--- src/sv/uesc_pkg.sv ---
// ----------------------------------------------------------------------------
// Escape decoder package
// Item types, the bundle that links the front and back parts, and constants
// shared by the escape-to-UTF-8 decoder.
// ----------------------------------------------------------------------------
package uesc_pkg;

   // Width of the capacity register and of the length counters.
   localparam int CAP_W = 16;

   // Capacity after reset, in bytes.
   localparam logic [CAP_W-1:0] CAP_RESET = 16'd1024;

   // Number of bundles the queue between front and back can hold.
   localparam int BUNDLE_DEPTH = 4;

   // Most result items that one input item can cause.
   localparam int MAX_ITEMS = 4;

   // One input item.
   typedef struct packed {
      logic [7:0] in_byte;
      logic       in_last;
   } req_item_type;

   // One result item.
   typedef struct packed {
      logic [7:0]       out_byte;
      logic             out_last;
      logic             error_flag;
      logic [CAP_W-1:0] out_length;
   } rsp_item_type;

   // All results of one input item. The final entry is an error item when
   // error is set, and carries the stream length when stream_end is set.
   typedef struct packed {
      logic [2:0]                 count;
      logic [MAX_ITEMS-1:0][7:0]  data;
      logic                       stream_end;
      logic                       error;
      logic [CAP_W-1:0]           length;
   } bundle_type;

endpackage

--- src/sv/uesc_fifo.sv ---
// ----------------------------------------------------------------------------
// Bundle queue
// A small register queue that parts the classifying front from the
// serialising back, so that each side can stall on its own.
// ----------------------------------------------------------------------------
module uesc_fifo #(
   parameter int DEPTH = uesc_pkg::BUNDLE_DEPTH
) (
   input  logic                 clock,
   input  logic                 reset,
   input  logic                 push,
   input  uesc_pkg::bundle_type push_data,
   output logic                 full,
   input  logic                 pop,
   output logic                 not_empty,
   output uesc_pkg::bundle_type pop_data
);
   import uesc_pkg::*;

   // DEPTH must be a power of two so the pointers wrap; it is not checked.
   localparam int PTR_W = (DEPTH > 1) ? $clog2(DEPTH) : 1;
   localparam int CNT_W = $clog2(DEPTH + 1);

   bundle_type             slot_ff [DEPTH];
   logic [PTR_W-1:0]       wr_ptr_ff;
   logic [PTR_W-1:0]       rd_ptr_ff;
   logic [CNT_W-1:0]       count_ff;

   assign full      = (count_ff == CNT_W'(DEPTH));
   assign not_empty = (count_ff != '0);
   assign pop_data  = slot_ff[rd_ptr_ff];

   // Storage is written without reset; only filled slots are ever read.
   always_ff @(posedge clock) begin
      if (push) begin
         slot_ff[wr_ptr_ff] <= push_data;
      end
   end

   // Pointers and fill count.
   always_ff @(posedge clock) begin
      if (reset) begin
         wr_ptr_ff <= '0;
         rd_ptr_ff <= '0;
         count_ff  <= '0;
      end else begin
         if (push) begin
            wr_ptr_ff <= wr_ptr_ff + PTR_W'(1);
         end
         if (pop) begin
            rd_ptr_ff <= rd_ptr_ff + PTR_W'(1);
         end
         if (push && !pop) begin
            count_ff <= count_ff + CNT_W'(1);
         end else if (pop && !push) begin
            count_ff <= count_ff - CNT_W'(1);
         end
      end
   end

endmodule

--- src/sv/uesc_front.sv ---
// ----------------------------------------------------------------------------
// Escape decoder front
// Holds the stream state, matches the escape prefix, gathers hex digits,
// checks capacity and packs all results of one item into a bundle.
// ----------------------------------------------------------------------------
module uesc_front (
   input  logic                          clock,
   input  logic                          reset,
   input  logic                          csr_valid,
   output logic                          csr_ready,
   input  logic [uesc_pkg::CAP_W-1:0]    csr_data,
   input  logic                          req_push,
   output logic                          req_full,
   input  uesc_pkg::req_item_type        req_item,
   output logic                          bnd_push,
   output uesc_pkg::bundle_type          bnd_data,
   input  logic                          bnd_full
);
   import uesc_pkg::*;

   // Prefix characters.
   localparam logic [7:0] CH_PERCENT = 8'h25;
   localparam logic [7:0] CH_FIVE    = 8'h35;
   localparam logic [7:0] CH_C_UP    = 8'h43;
   localparam logic [7:0] CH_C_LO    = 8'h63;
   localparam logic [7:0] CH_U_UP    = 8'h55;
   localparam logic [7:0] CH_U_LO    = 8'h75;

   // Escape progress: idle, or one more than the digits seen so far.
   localparam logic [2:0] HEX_IDLE  = 3'd0;
   localparam logic [2:0] HEX_FIRST = 3'd1;
   localparam logic [2:0] HEX_LAST  = 3'd4;

   localparam logic [1:0] STAGE_NONE = 2'd0;
   localparam logic [1:0] STAGE_ONE  = 2'd1;
   localparam logic [1:0] STAGE_FULL = 2'd3;

   logic [CAP_W-1:0] cap_ff;
   logic [1:0]       stage_ff, stage_in;
   logic [2:0]       hex_ff, hex_in;
   logic [11:0]      code_ff, code_in;
   logic [CAP_W-1:0] bw_ff, bw_in;
   logic             drop_ff, drop_in;
   logic             start_ff, start_in;
   logic [7:0]       held_ff [3];

   logic [7:0]       in_b;
   logic             in_last;
   logic             accept;
   logic             dig_ok;
   logic [3:0]       dig_val;
   logic             pfx_match;
   logic [CAP_W:0]   room_diff;
   logic [2:0]       avail;
   logic             room_ok;
   logic [15:0]      ucode;
   logic             fail;
   logic [2:0]       n_emit;
   logic [2:0]       n_lit;
   logic             lit_append;
   logic [MAX_ITEMS-1:0][7:0] emit_bytes;
   logic [MAX_ITEMS-1:0][7:0] lit_bytes;
   logic             held_we;
   logic [1:0]       held_idx;

   assign in_b      = req_item.in_byte;
   assign in_last   = req_item.in_last;
   assign req_full  = bnd_full;
   assign accept    = req_push && !bnd_full;
   assign csr_ready = 1'b1;

   // Hex digit decode.
   always_comb begin
      dig_ok  = 1'b1;
      dig_val = 4'd0;
      if (in_b >= 8'h30 && in_b <= 8'h39) begin
         dig_val = 4'(in_b - 8'h30);
      end else if (in_b >= 8'h41 && in_b <= 8'h46) begin
         dig_val = 4'(in_b - 8'h37);
      end else if (in_b >= 8'h61 && in_b <= 8'h66) begin
         dig_val = 4'(in_b - 8'h57);
      end else begin
         dig_ok = 1'b0;
      end
   end

   // Does this byte extend the prefix held so far?
   always_comb begin
      case (stage_ff)
         2'd0:    pfx_match = (in_b == CH_PERCENT);
         2'd1:    pfx_match = (in_b == CH_FIVE);
         2'd2:    pfx_match = (in_b == CH_C_UP) || (in_b == CH_C_LO);
         2'd3:    pfx_match = (in_b == CH_U_UP) || (in_b == CH_U_LO);
         default: pfx_match = 1'b0;
      endcase
   end

   // Free room: clipped to the four bytes one item can need.
   assign room_diff = {1'b0, cap_ff} - {1'b0, bw_ff};
   always_comb begin
      if (room_diff[CAP_W]) begin
         avail = 3'd0;
      end else if (room_diff[CAP_W-1:0] >= CAP_W'(MAX_ITEMS)) begin
         avail = 3'(MAX_ITEMS);
      end else begin
         avail = room_diff[2:0];
      end
   end
   assign room_ok = ({1'b0, cap_ff} >= ({1'b0, bw_ff} + (CAP_W+1)'(6)));
   assign ucode   = {code_ff, dig_val};

   // Literal bytes: the held prefix, then possibly the byte itself. Nothing
   // goes out while the prefix is still growing inside the stream.
   always_comb begin
      for (int k = 0; k < 3; k++) begin
         lit_bytes[k] = (2'(k) < stage_ff) ? held_ff[k] : in_b;
      end
      lit_bytes[3] = in_b;
      lit_append = pfx_match ? in_last : ((in_b != CH_PERCENT) || in_last);
      n_lit      = (pfx_match && !in_last) ? 3'd0
                                           : ({1'b0, stage_ff} + {2'b00, lit_append});
   end

   // Main step: next state and the bytes this item emits.
   always_comb begin
      fail       = 1'b0;
      n_emit     = 3'd0;
      emit_bytes = lit_bytes;
      stage_in   = stage_ff;
      hex_in     = hex_ff;
      code_in    = code_ff;
      bw_in      = bw_ff;
      drop_in    = drop_ff;
      start_in   = start_ff;
      held_we    = 1'b0;
      held_idx   = stage_ff;

      if (drop_ff) begin
         if (in_last) begin
            drop_in  = 1'b0;
            start_in = 1'b1;
            bw_in    = '0;
         end
      end else begin
         start_in = 1'b0;
         if (start_ff && (in_last || cap_ff <= CAP_W'(1))) begin
            fail = 1'b1;
         end else if (hex_ff != HEX_IDLE) begin
            if (!dig_ok) begin
               fail = 1'b1;
            end else if (hex_ff == HEX_LAST) begin
               hex_in = HEX_IDLE;
               if (!room_ok) begin
                  fail = 1'b1;
               end else if (ucode <= 16'h007F) begin
                  n_emit        = 3'd1;
                  emit_bytes[0] = {1'b0, ucode[6:0]};
               end else if (ucode <= 16'h07FF) begin
                  n_emit        = 3'd2;
                  emit_bytes[0] = {3'b110, ucode[10:6]};
                  emit_bytes[1] = {2'b10, ucode[5:0]};
               end else begin
                  n_emit        = 3'd3;
                  emit_bytes[0] = {4'b1110, ucode[15:12]};
                  emit_bytes[1] = {2'b10, ucode[11:6]};
                  emit_bytes[2] = {2'b10, ucode[5:0]};
               end
            end else begin
               hex_in  = hex_ff + 3'd1;
               code_in = {code_ff[7:0], dig_val};
               if (in_last) begin
                  fail = 1'b1;
               end
            end
         end else begin
            if (n_lit > avail) begin
               fail   = 1'b1;
               n_emit = avail;
            end else begin
               n_emit = n_lit;
            end
            stage_in = STAGE_NONE;
            if (!in_last) begin
               if (pfx_match && stage_ff == STAGE_FULL) begin
                  hex_in = HEX_FIRST;
               end else if (pfx_match) begin
                  stage_in = stage_ff + 2'd1;
                  held_we  = 1'b1;
               end else if (in_b == CH_PERCENT) begin
                  stage_in = STAGE_ONE;
                  held_we  = 1'b1;
                  held_idx = STAGE_NONE;
               end
            end
         end

         // Stream end or error: clear the per-stream state.
         if (fail || in_last) begin
            stage_in = STAGE_NONE;
            hex_in   = HEX_IDLE;
            held_we  = 1'b0;
         end
         if (in_last) begin
            start_in = 1'b1;
            bw_in    = '0;
         end else if (fail) begin
            drop_in = 1'b1;
         end else begin
            bw_in = bw_ff + CAP_W'(n_emit);
         end
      end
   end

   // Bundle for the back part.
   always_comb begin
      bnd_data            = '0;
      bnd_data.count      = n_emit + {2'b00, fail};
      bnd_data.data       = emit_bytes;
      bnd_data.stream_end = in_last || fail;
      bnd_data.error      = fail;
      bnd_data.length     = bw_ff + CAP_W'(n_emit);
   end
   assign bnd_push = accept && !drop_ff && (n_emit != 3'd0 || fail);

   // Control state.
   always_ff @(posedge clock) begin
      if (reset) begin
         cap_ff   <= CAP_RESET;
         stage_ff <= STAGE_NONE;
         hex_ff   <= HEX_IDLE;
         bw_ff    <= '0;
         drop_ff  <= 1'b0;
         start_ff <= 1'b1;
      end else begin
         if (csr_valid && csr_ready) begin
            cap_ff <= csr_data;
         end
         if (accept) begin
            stage_ff <= stage_in;
            hex_ff   <= hex_in;
            bw_ff    <= bw_in;
            drop_ff  <= drop_in;
            start_ff <= start_in;
         end
      end
   end

   // Payload state: the digit shift register and the held prefix bytes.
   always_ff @(posedge clock) begin
      if (accept) begin
         code_ff <= code_in;
         if (held_we) begin
            held_ff[held_idx] <= in_b;
         end
      end
   end

   // A stream is never inside an escape and a prefix at once.
   a_escape_or_prefix : assert property (@(posedge clock) disable iff (reset)
      (hex_ff != HEX_IDLE) |-> (stage_ff == STAGE_NONE))
      else $error("escape and prefix active together");

   // Escape progress never passes the fourth digit.
   a_hex_range : assert property (@(posedge clock) disable iff (reset)
      hex_ff <= HEX_LAST)
      else $error("hex digit count out of range");

   // While dropping, no escape or prefix is in progress.
   a_drop_clean : assert property (@(posedge clock) disable iff (reset)
      drop_ff |-> (hex_ff == HEX_IDLE && stage_ff == STAGE_NONE))
      else $error("stale escape state while dropping");

   // Written bytes stay within the capacity unless it was lowered.
   a_len_bound : assert property (@(posedge clock) disable iff (reset)
      (bnd_push && !bnd_data.error) |-> (bnd_data.length <= cap_ff))
      else $error("output length beyond capacity");

endmodule

--- src/sv/uesc_back.sv ---
// ----------------------------------------------------------------------------
// Escape decoder back
// Takes bundles from the queue and hands their result items out one per
// cycle, while the reader keeps taking them, through an output register.
// ----------------------------------------------------------------------------
module uesc_back (
   input  logic                   clock,
   input  logic                   reset,
   input  logic                   bnd_valid,
   input  uesc_pkg::bundle_type   bnd_data,
   output logic                   bnd_pop,
   output logic                   rsp_empty,
   input  logic                   rsp_pop,
   output uesc_pkg::rsp_item_type rsp_item
);
   import uesc_pkg::*;

   bundle_type   cur_ff;
   logic         cur_valid_ff;
   logic [1:0]   idx_ff;
   rsp_item_type out_ff;
   logic         out_valid_ff;

   logic         pop_acc;
   logic         out_load;
   logic         tail;
   logic         cur_done;
   rsp_item_type next_item;

   assign pop_acc   = rsp_pop && out_valid_ff;
   assign out_load  = cur_valid_ff && (!out_valid_ff || pop_acc);
   assign tail      = (({1'b0, idx_ff} + 3'd1) == cur_ff.count);
   assign cur_done  = out_load && tail;
   assign bnd_pop   = bnd_valid && (!cur_valid_ff || cur_done);
   assign rsp_empty = !out_valid_ff;
   assign rsp_item  = out_ff;

   // Build the item at the current place of the bundle.
   always_comb begin
      next_item            = '0;
      next_item.out_byte   = cur_ff.data[idx_ff];
      if (tail && cur_ff.error) begin
         next_item.out_byte   = 8'd0;
         next_item.out_last   = 1'b1;
         next_item.error_flag = 1'b1;
      end else if (tail && cur_ff.stream_end) begin
         next_item.out_last   = 1'b1;
         next_item.out_length = cur_ff.length;
      end
   end

   // Current bundle and place within it.
   always_ff @(posedge clock) begin
      if (reset) begin
         cur_valid_ff <= 1'b0;
         idx_ff       <= '0;
      end else if (bnd_pop) begin
         cur_valid_ff <= 1'b1;
         idx_ff       <= '0;
      end else if (cur_done) begin
         cur_valid_ff <= 1'b0;
      end else if (out_load) begin
         idx_ff <= idx_ff + 2'd1;
      end
   end

   always_ff @(posedge clock) begin
      if (bnd_pop) begin
         cur_ff <= bnd_data;
      end
   end

   // Output register.
   always_ff @(posedge clock) begin
      if (reset) begin
         out_valid_ff <= 1'b0;
      end else if (out_load) begin
         out_valid_ff <= 1'b1;
      end else if (pop_acc) begin
         out_valid_ff <= 1'b0;
      end
   end

   always_ff @(posedge clock) begin
      if (out_load) begin
         out_ff <= next_item;
      end
   end

   // A held bundle always has an item left at the current place.
   a_idx_in_range : assert property (@(posedge clock) disable iff (reset)
      cur_valid_ff |-> ({1'b0, idx_ff} < cur_ff.count))
      else $error("bundle place beyond its item count");

   // A bundle taken from the queue is held in the next cycle.
   a_pop_loads : assert property (@(posedge clock) disable iff (reset)
      bnd_pop |=> cur_valid_ff)
      else $error("queue popped but no bundle held");

   // A waiting result stays put until it is taken.
   a_out_hold : assert property (@(posedge clock) disable iff (reset)
      (out_valid_ff && !rsp_pop) |=> (out_valid_ff && $stable(out_ff)))
      else $error("waiting result changed before it was taken");

endmodule

--- src/sv/unicode_escape_to_utf8_decoder.sv ---
// ----------------------------------------------------------------------------
// Escape-to-UTF-8 stream decoder
// Turns "%5Cu" escapes with four hex digits into UTF-8 and copies all other
// bytes, checking the result against a programmable output capacity.
//
//   Channel   Ports                               Direction  Moves
//   request   req_push, req_full, req_item        in         one source byte
//   response  rsp_empty, rsp_pop, rsp_item        out        one result byte
//   control   csr_valid, csr_ready, csr_data      in         output capacity
//
// An input item is taken every cycle while the bundle queue has room; each
// item makes 0 to 4 result items, which the output register hands out one
// per cycle while rsp_pop takes them. A result passes the bundle queue, the
// held-bundle register and the output register before it shows on rsp_item.
// Reset is synchronous; it sets the capacity to 1024 and starts a new stream.
// A stalled response side fills the queue and then raises req_full.
// ----------------------------------------------------------------------------
module unicode_escape_to_utf8_decoder #(
   parameter int BUNDLE_DEPTH = uesc_pkg::BUNDLE_DEPTH
) (
   input  logic                          clock,
   input  logic                          reset,
   input  logic                          req_push,
   output logic                          req_full,
   input  uesc_pkg::req_item_type        req_item,
   output logic                          rsp_empty,
   input  logic                          rsp_pop,
   output uesc_pkg::rsp_item_type        rsp_item,
   input  logic                          csr_valid,
   output logic                          csr_ready,
   input  logic [uesc_pkg::CAP_W-1:0]    csr_data
);
   import uesc_pkg::*;

   logic       fifo_push;
   bundle_type fifo_in;
   logic       fifo_full;
   logic       fifo_pop;
   logic       fifo_not_empty;
   bundle_type fifo_out;

   // Front: classify each item and pack its results.
   uesc_front u_front (
      .clock     (clock),
      .reset     (reset),
      .csr_valid (csr_valid),
      .csr_ready (csr_ready),
      .csr_data  (csr_data),
      .req_push  (req_push),
      .req_full  (req_full),
      .req_item  (req_item),
      .bnd_push  (fifo_push),
      .bnd_data  (fifo_in),
      .bnd_full  (fifo_full)
   );

   // Queue between the two halves.
   uesc_fifo #(
      .DEPTH (BUNDLE_DEPTH)
   ) u_fifo (
      .clock     (clock),
      .reset     (reset),
      .push      (fifo_push),
      .push_data (fifo_in),
      .full      (fifo_full),
      .pop       (fifo_pop),
      .not_empty (fifo_not_empty),
      .pop_data  (fifo_out)
   );

   // Back: hand the results out one at a time.
   uesc_back u_back (
      .clock     (clock),
      .reset     (reset),
      .bnd_valid (fifo_not_empty),
      .bnd_data  (fifo_out),
      .bnd_pop   (fifo_pop),
      .rsp_empty (rsp_empty),
      .rsp_pop   (rsp_pop),
      .rsp_item  (rsp_item)
   );

endmodule
--- config.mk ---
export PLATFORM = sky130hd
export DESIGN_NAME = unicode_escape_to_utf8_decoder
export DESIGN_NICKNAME = d
export VERILOG_FILES = /design/src/sv/uesc_pkg.sv /design/src/sv/uesc_fifo.sv /design/src/sv/uesc_front.sv /design/src/sv/uesc_back.sv /design/src/sv/unicode_escape_to_utf8_decoder.sv
export SDC_FILE = /design/constraint.sdc
export NUM_CORES = 1
export LEC_CHECK = 0
export BUFFER_PORTS_ARGS = -buffer_cell sky130_fd_sc_hd__buf_2
export CAP_MARGIN = 10
export CORE_UTILIZATION = 30
export CTS_CLUSTER_SIZE = 30
export DETAILED_ROUTE_END_ITERATION = 10
export PLACE_DENSITY = 0.42
export SYNTH_ARGS = -nofsm -noshare
export SYNTH_HDL_FRONTEND = slang
export SYNTH_HIERARCHICAL = 1
export SYNTH_SLANG_ARGS = --single-unit
--- constraint.sdc ---
create_clock -name clock -period 8.12 [get_ports clock]
set_clock_uncertainty 0.1 [all_clocks]
set_input_delay 1.218 -clock clock [delete_from_list [all_inputs] [get_ports clock]]
set_output_delay 1.218 -clock clock [all_outputs]
set_load 0.05 [all_outputs]
==> metrics.txt <==
status finished, final reports clean; share of cells above drive strength 1 0.1562; placed inst area 18,350 µm²; vias in the first global route 10,040; Max Buffers Root-to-Sink 3; vias per std cell 4.850; RSZ-0062 raised after global routing no; Flop pwr share 0.478; Hold Path Class register to register; Post-CTS Setup Bufs 0; Seq/Total Area, Yosys 0.6264; DRC violation total after the first TritonRoute iteration 593; Post-DP HPWL 26,710 µm; CP startpoint kind register; Placer Congestion 0.7613; share of the synthesized area in the top cell type 0.5663; Total GRT Usage 0.1361; number of synthesized flops with an enable pin 327; xor/xnor share of the synthesized area 0.02114; count of final setup violators 0; Sink Count 379; Switching Share 0.2847; core box area 56,710 µm²; pre-CTS setup slack 1.209 ns; first drt pass iteration count 5; FF/Latch Area 10,870 µm²; clock-pin slew on the worst setup and hold paths 0.05 ns; Synth Area in Simple Gates 0.09063; antenna cells 0; Netlist cell types 75; Max IR drop VDD 0.1469 mV; clock root cell clkbuf_16; Netlist Area Pre-Place 17,340 µm²; PostCTS Resize Cnt 0; CP Data Arrival Time 7.08 ns; Die X 242.4 µm; cells after synthesis 1,186; Port Buf Inserts 57; post-route worst setup slack 1.414 ns; cts bufs inserted 43; Crit Path Class register to register; top area cells in the synthesized netlist edfxtp_1, mux4_2, dfxtp_1; die area 58,760 µm²; Max Cap Violations 0; mux cell area share after synthesis 0.1043; complex-gate fraction of the synthesized area 0.07505; CTS tree yes; largest family of logic cells by synthesized area multiplexers; Pint 0.004048 W; initial antenna violation count 1; Area Growth Syn to Fin 13.37%; # DRC 0; Tmin final 6.706 ns; Final Cycle Share 0.8258; first-pass GRT wire length 61,820 µm; most frequent cells in the layout edfxtp_1, nor2_1, ha_1; latest clock arrival within the worst-skew pair 0.55 ns; Slew HR 0.2258; Fill cells 5,430; Yosys warning count 6; Hold Buf Count CTS 0; Final ANT Viol Nets 0; pwr dens 287.9 nW/µm²; P_sw 0.001611 W; Worst Max-Slew Pin Slew 1.152 ns; Overall Power 0.005660 W; drt total wl 39,430 µm; crit end category register; ys async rst share 0; grt ovf 0; via count 9,846; Leakage 6.576 nW; Req. time, crit path 8.50 ns; Synth area leader edfxtp_1; Rows 87; Logic pwr share 0.201; starting density of the core 0.3057; fmax 0.1491 GHz; Finished Cell Area 19,660 µm²; Seq cells post-synth 379; Syn Nets 1,281; leading cell type in the layout, fill and taps excluded edfxtp_1; largest net degree at the start of global routing 58; max-slew violations 0; syn_area_per_cell 14.62 µm²; final setup TNS 0 ns; Fin. Hold Viols 0; I/O pins 59; Die Height 242.4 µm; CP max FO 11; # H-tree levels 2; area of the multi-input gates 5913 µm²; Wirelength per Cell 19.43 µm; post-synthesis adder-cell area fraction 0.04864; nets 1,336; Most used DFF post-synth edfxtp_1; clock network fraction of design power 0.321
cells in the mapped netlist, drive strengths merged, types with 4 or more instances:
| library cell | number |
|---|---|
| nand2 | 49 |
| nor3b | 6 |
| nand4 | 11 |
| nor4 | 11 |
| nor2b | 21 |
| or3 | 14 |
| o21ai | 37 |
| nand3 | 16 |
| and2 | 26 |
| a31oi | 5 |
| a211oi | 8 |
| o21bai | 4 |
| a21oi | 56 |
| o2111ai | 7 |
| o21a | 5 |
| xor2 | 12 |
| a21o | 9 |
| nor2 | 74 |
| fa | 4 |
| o22ai | 7 |
| o31a | 5 |
| or4 | 16 |
| a221oi | 6 |
| xnor2 | 29 |
| o31ai | 16 |
| buf | 34 |
| mux2i | 40 |
| dfxtp | 52 |
| ha | 61 |
| nand2b | 9 |
| edfxtp | 327 |
| nor3 | 20 |
| clkbuf | 30 |
| inv | 46 |
| or2 | 9 |
| a22oi | 5 |
| mux4 | 61 |
cells by family (layout without fill, tap and decap cells):
| family | Yosys count | after routing |
|---|---|---|
| compound gates | 194 | 194 |
| xor+xnor | 41 | 41 |
| fa+ha+maj | 65 | 65 |
| buf+inv | 110 | 198 |
| flops | 379 | 379 |
| mux | 101 | 101 |
| other cells | 1 | 1 |
| simple gates | 295 | 295 |
registers in the layout, indices dropped and copies added (netlist names), named ones only:
register             cells
u_back/cur_ff           53
u_back/cur_valid_ff      1
u_back/idx_ff            2
u_back/out_valid_ff      1
u_back/rsp_item         26
u_fifo/count_ff          3
u_fifo/rd_ptr_ff         2
u_fifo/slot_ff         212
u_fifo/wr_ptr_ff         2
u_front/bw_ff           16
u_front/cap_ff          16
u_front/code_ff         12
u_front/drop_ff          1
u_front/held_ff         24
u_front/hex_ff           3
u_front/stage_ff         2
u_front/start_ff         1
worst max-delay path, cell delays in order (launching register included):
cell and delay (ns):
dfxtp_1 0.54, inv_1 0.24, fa_1 0.48, a211oi_1 0.37, o21ai_0 0.19, xor2_1 0.16, nor4_1 0.23, o2111ai_1 0.20
nor4_1 0.35, buf_4 0.21, and2_1 0.15, nand2_1 0.06, ha_1 0.29, nor2b_1 0.12, o21ai_0 0.10, nand2b_1 0.16
a311o_1 0.18, a21o_1 0.31, nor2_1 0.15, o31a_1 0.13, a31oi_1 0.55, ha_1 0.30, inv_1 0.06, fa_1 0.37
xor2_1 0.18, or3_1 0.31, a21oi_1 0.16
per-layer routing:
layer	GRT usage	up-vias	wire length (µm)
met5	0	-	13
met4	0.03686	2	763
met3	0.02470	58	1537
met2	0.2121	171	17750
met1	0.1937	4906	19370
li1	-	4709	-
final cells by class:
type / instances / share of cell area
flip-flops and latches: 379 / 0.5529
inverters: 46 / 0.008784
repair buffers: 74 / 0.02291
clock inverters: 19 / 0.007638
clock buffers: 59 / 0.05888
multi-input cells: 697 / 0.3008
well taps: 756 / 0.04812
through the flow:
| stage | hold slack [ns] | utilization | instances |
|---|---|---|---|
| floorplan | 0.3147 | - | 1186 |
| global placement | 0.3395 | 0.3236 | 1952 |
| detailed placement | 0.3373 | 0.3236 | 1952 |
| CTS | 0.3466 | 0.3466 | 2030 |
| global route | 0.3664 | 0.3466 | 2030 |
| finish | 0.3446 | 0.3466 | 2030 |
power groups by stage:
stage               clock network (W)  logic [W]  registers [W]
floorplan                           0   0.000786        0.00282
detailed placement                  0    0.00117        0.00276
CTS                           0.00189    0.00117        0.00272
finish                        0.00182    0.00114        0.00270
global route                  0.00196    0.00125        0.00274
global placement                    0    0.00116        0.00275
final timing paths:
check             slack (ns)                     startpoint                              end  cells past startpoint
hold / removal          0.34  u_front/start_ff$_SDFFE_PP1P_    u_front/start_ff$_SDFFE_PP1P_                      2
setup / recovery        1.41  u_front/bw_ff[1]$_SDFFE_PP0P_  u_fifo/count_ff[2]$_SDFFE_PP0P_                     26
setup reg to reg        1.41  u_front/bw_ff[1]$_SDFFE_PP0P_  u_fifo/count_ff[2]$_SDFFE_PP0P_                     26
hold reg to reg         0.34  u_front/start_ff$_SDFFE_PP1P_    u_front/start_ff$_SDFFE_PP1P_                      2
Power figures use the tool's default switching activity.
